--- src/design/chist_pkg.sv ---
// Shared types and constants for the channel histogram block.
`default_nettype none

package chist_pkg;

    // Default sizes for the histogram store
    localparam int BIN_COUNT_DEF   = 256;
    localparam int COUNT_WIDTH_DEF = 21;

    // Fixed field widths
    localparam int SAMPLE_W    = 8;
    localparam int HEIGHT_W    = 10;
    localparam int CHANNEL_W   = 2;
    localparam int MODE_W      = 2;
    localparam int CFG_INDEX_W = 1;
    localparam int CFG_DATA_W  = 10;

    // Input modes
    localparam logic [MODE_W-1:0] MODE_COUNT = 2'd0;
    localparam logic [MODE_W-1:0] MODE_READ  = 2'd1;
    localparam logic [MODE_W-1:0] MODE_CLEAR = 2'd2;

    // Channel codes
    localparam logic [CHANNEL_W-1:0] CH_BLUE  = 2'd0;
    localparam logic [CHANNEL_W-1:0] CH_GREEN = 2'd1;
    localparam logic [CHANNEL_W-1:0] CH_RED   = 2'd2;

    // Configuration register indexes
    localparam logic [CFG_INDEX_W-1:0] REG_CHANNEL_SELECT = 1'd0;
    localparam logic [CFG_INDEX_W-1:0] REG_CANVAS_HEIGHT  = 1'd1;

    // Configuration reset values
    localparam logic [CHANNEL_W-1:0] CHANNEL_RESET = CH_BLUE;
    localparam logic [HEIGHT_W-1:0]  HEIGHT_RESET  = 10'd125;

    // Controller states
    typedef enum logic [2:0] {
        S_IDLE,
        S_COUNT,
        S_MUL,
        S_DIV,
        S_DONE
    } state_t;

    // Commands from the controller to the datapath
    typedef struct packed {
        logic capture;
        logic clear;
        logic cnt_write;
        logic div_init;
        logic div_step;
        logic out_load;
    } dp_cmd_t;

    // Status from the datapath to the controller
    typedef struct packed {
        logic use_div;
        logic div_last;
        logic out_busy;
    } dp_status_t;

endpackage

`default_nettype wire

--- src/design/chist_ctrl.sv ---
// Controller state machine for the channel histogram block.
`default_nettype none

module chist_ctrl
    import chist_pkg::*;
(
    input  wire logic              clk,
    input  wire logic              rst_n,
    input  wire logic              in_valid,
    input  wire logic [MODE_W-1:0] mode,
    input  wire dp_status_t        status,
    output logic                   in_ready,
    output dp_cmd_t                cmd
);

    state_t state_reg;
    state_t state_next;

    // State register
    always_ff @(posedge clk or negedge rst_n)
    begin
        if (!rst_n)
        begin
            state_reg <= S_IDLE;
        end
        else
        begin
            state_reg <= state_next;
        end
    end

    // Next state
    always_comb
    begin
        state_next = state_reg;
        unique case (state_reg)
            S_IDLE:
            begin
                if (in_valid)
                begin
                    case (mode)
                        MODE_COUNT: state_next = S_COUNT;
                        MODE_READ:  state_next = S_MUL;
                        default:    state_next = S_IDLE;
                    endcase
                end
            end
            S_COUNT:
            begin
                state_next = S_IDLE;
            end
            S_MUL:
            begin
                state_next = status.use_div ? S_DIV : S_DONE;
            end
            S_DIV:
            begin
                state_next = status.div_last ? S_DONE : S_DIV;
            end
            S_DONE:
            begin
                state_next = status.out_busy ? S_DONE : S_IDLE;
            end
            default:
            begin
                state_next = S_IDLE;
            end
        endcase
    end

    // Outputs
    always_comb
    begin
        cmd      = '0;
        in_ready = 1'b0;
        unique case (state_reg)
            S_IDLE:
            begin
                in_ready    = 1'b1;
                cmd.capture = in_valid;
                cmd.clear   = in_valid && (mode == MODE_CLEAR);
            end
            S_COUNT:
            begin
                cmd.cnt_write = 1'b1;
            end
            S_MUL:
            begin
                cmd.div_init = 1'b1;
            end
            S_DIV:
            begin
                cmd.div_step = 1'b1;
            end
            S_DONE:
            begin
                cmd.out_load = !status.out_busy;
            end
            default:
            begin
                cmd = '0;
            end
        endcase
    end

endmodule

`default_nettype wire

--- config.mk ---
export PLATFORM = sky130hd
export DESIGN_NAME = chist_ctrl
export DESIGN_NICKNAME = d
export VERILOG_FILES = /design/src/design/chist_pkg.sv /design/src/design/chist_ctrl.sv
export SDC_FILE = /design/constraint.sdc
export NUM_CORES = 1
export LEC_CHECK = 0
export CAP_MARGIN = 5
export CORE_AREA = 2 2 39 41
export CTS_BUF_LIST = sky130_fd_sc_hd__clkbuf_8 sky130_fd_sc_hd__clkbuf_16
export CTS_CLUSTER_SIZE = 40
export DETAILED_ROUTE_END_ITERATION = 8
export DIE_AREA = 0 0 41 43
export DONT_BUFFER_PORTS = 1
export PLACE_DENSITY_LB_ADDON = 0.25
export RECOVER_POWER = 100
export SYNTH_ARGS = -nofsm -noshare
export SYNTH_HDL_FRONTEND = slang
export SYNTH_SLANG_ARGS = --single-unit
--- constraint.sdc ---
create_clock -name clk -period 3.4 [get_ports clk]
set_input_delay 0.68 -clock clk [delete_from_list [all_inputs] [get_ports clk]]
set_output_delay 0.68 -clock clk [all_outputs]
set_load 0.05 [all_outputs]
==> run summary <==
Status = complete, but fails checks
Failing checks = max-capacitance violations, max-slew violations
Largest net degree at the start of global routing = 10
Number of synthesized flops with an enable pin = 0
Final non-filler cell area = 315 sq um
Synthesized area per cell = 9.81 sq um
GPL Wtd Cong = 0.742
Max_slew headroom = -3.64%
Crit. End Element = output port
Final worst setup slack = 0.722 ns
Fraction of registers with async set/reset = 100%
Mapped cell area = 245 sq um
RSZ-0062 raised after global routing = false
Worst VDD drop = 0.000398 V
Fin. Hold Viols = 0
Final net count = 39
Mapped Nets = 33
Hpwl dp = 414 um
Pleak = 0.000131 uW
Fillers = 150
Clock skew = 0.000876 ns
Critical path required time = 2.72 ns
Initial Util = 17.7%
Worst-Skew Late Latency = 0.22 ns
CTS tree = built
Sequential element share of the synthesized area = 30.6%
Clk buf depth = 2
Synth warn = 0
Post-place setup slack = 0.947 ns
Io pins = 15
Global-route wire length before repair = 979 um
Port bufs = 0
Slowest-stage cell, CP = nor3b_1
Core footprint = 1380 sq um
GRT Resource Usage Total = 9.38%
Total Routed Length = 563 um
Root Buffer = clkbuf_8
Tmin final = 2.68 ns
Final Max Tran Viols = 1
F_max = 373 MHz
Max_cap viols = 1
Cell Chain, Critical Path = nor3b_1
Vert. Die Dim = 43 um
Worst hold path type = input pin to asynchronous set/reset pin
Reg-to-Reg Start = state_reg[1]
Largest register FFs = 3
R2R setup slack = 1.81 ns
Post-route ant nets = 0
Drc violations = 0
Die W = 41 um
Hold_buf cts = 0
Post-DP Area = 280 sq um
R2R cell count = 3
Synth top area cells = dfrtp_1, nor3_4, and2_2
Crit Path Class = register to output port
P&R area growth vs syn = 28.6%
Reg-to-reg endpoint = state_reg[2]
Sink Count = 3
Initial antenna violation count = 0
Crit path max fanout = 9
Final setup viols = 0
Cts bufs inserted = 3
Setup Total Neg Slack = 0 ns
CTS resizes = 0
CP top delay family = simple AND/OR/NAND/NOR gates
Unique masters post-synth = 21
Placed Cells = 42
Layout cells sized above 1 = 33.3%
Most frequent cell after synthesis = dfrtp_1
Synth cell count leaders = dfrtp_1, and2_2, nor2_1
Num rows = 14
Seq cells post-synth = 3
Wire per inst = 12.2 um
Vias = 207
Leading area contributor after synthesis = dfrtp_1
Crit start category = register
Crit path DAT = 2.00 ns
Vias per inst = 4.50
Gate Count Post-Synth = 25
Clk slew on worst S/H paths = 0.03 ns
Worst-Margin Slew = 1.55 ns
Number of detailed-routing iterations run before antenna repair = 2
P per Cell Area = 1170 nW/um^2
Vias in the first global route = 235
H-tree depth = 1
Final period utilization = 78.8%
1st-iter DRT viols = 3
GR Overflow Total = 0
Main synth FF type = dfrtp_1
Buf/Inv on CP = 0
Die Area = 1760 sq um
ANT cells = 0
Post-CTS Setup Inserts = 0
Fin cells = 46
Post-synth top area share = 30.6%
CP peak stage delay = 1.26 ns
[through the flow]
stage | hold slack (ns) | util, % | power, uW
after floorplan | 0.384 | - | 242
after global placement | 0.385 | 20.3 | 269
after detailed placement | 0.385 | 20.3 | 271
after CTS | 0.151 | 23.5 | 378
after global routing | 0.147 | 22.8 | 390
final | 0.156 | 22.8 | 367
[how the worst max path moves through the flow]
stage,depth (start not counted),startpoint,end
2_1_floorplan,1,status[0],cmd[0]
3_3_place_gp,4,state_reg[0],cmd[4]
3_5_place_dp,4,state_reg[0],cmd[4]
4_1_cts,4,state_reg[0],cmd[4]
5_1_grt,1,state_reg[0],cmd[3]
6_report,1,state_reg[0],cmd[3]
[layer usage]
layer / share of wire [%] / global-route usage [%] / vias up
met5: 0 / 0 / -
met3: 8.3 / 5.76 / 2
met4: 3.9 / 12.0 / 0
li1: - / - / 99
met2: 50 / 10.6 / 9
met1: 37 / 9.80 / 97
[cell families (layout without fill, tap and decap cells)]
kind of cell	count (synthesis)	after routing	share of synthesized area, %
buffers and inverters	1	6	4.59
flip-flops	3	3	30.6
AO/OA/AOI/OAI	6	6	18.9
AND/OR/NAND/NOR	15	15	45.9
[layout by cell type (no fill, tap or decap), drive strengths merged]
cell type	count
clkbuf	4
dfrtp	3
inv	1
a21oi	2
o31a	1
o2bb2ai	1
and2	2
nand2	1
nor3b	1
and3b	1
nor2b	1
nand2b	1
buf	1
or3b	1
nor4b	1
o21ai	1
nor2	2
o22a	1
nor3	1
and2b	2
nand3b	1
[area by class of cell]
type	instances	area [sq um]	share of cell area (%)
Sequential cell	3	75.1	23.8
Clock buffer	3	41.3	13.1
Multi-Input combinational cell	21	164	52.0
Timing Repair Buffer	2	11.3	3.57
Clock inverter	1	3.75	1.19
Tap cell	16	20.0	6.35
[report_power, final]
part           switching (uW)  leakage (uW)  internal, uW
combinational             130     0.0000631          58.6
clock                    26.1     0.0000269          77.1
sequential               28.5     0.0000407          47.0
Power figures use the tool's default switching activity.
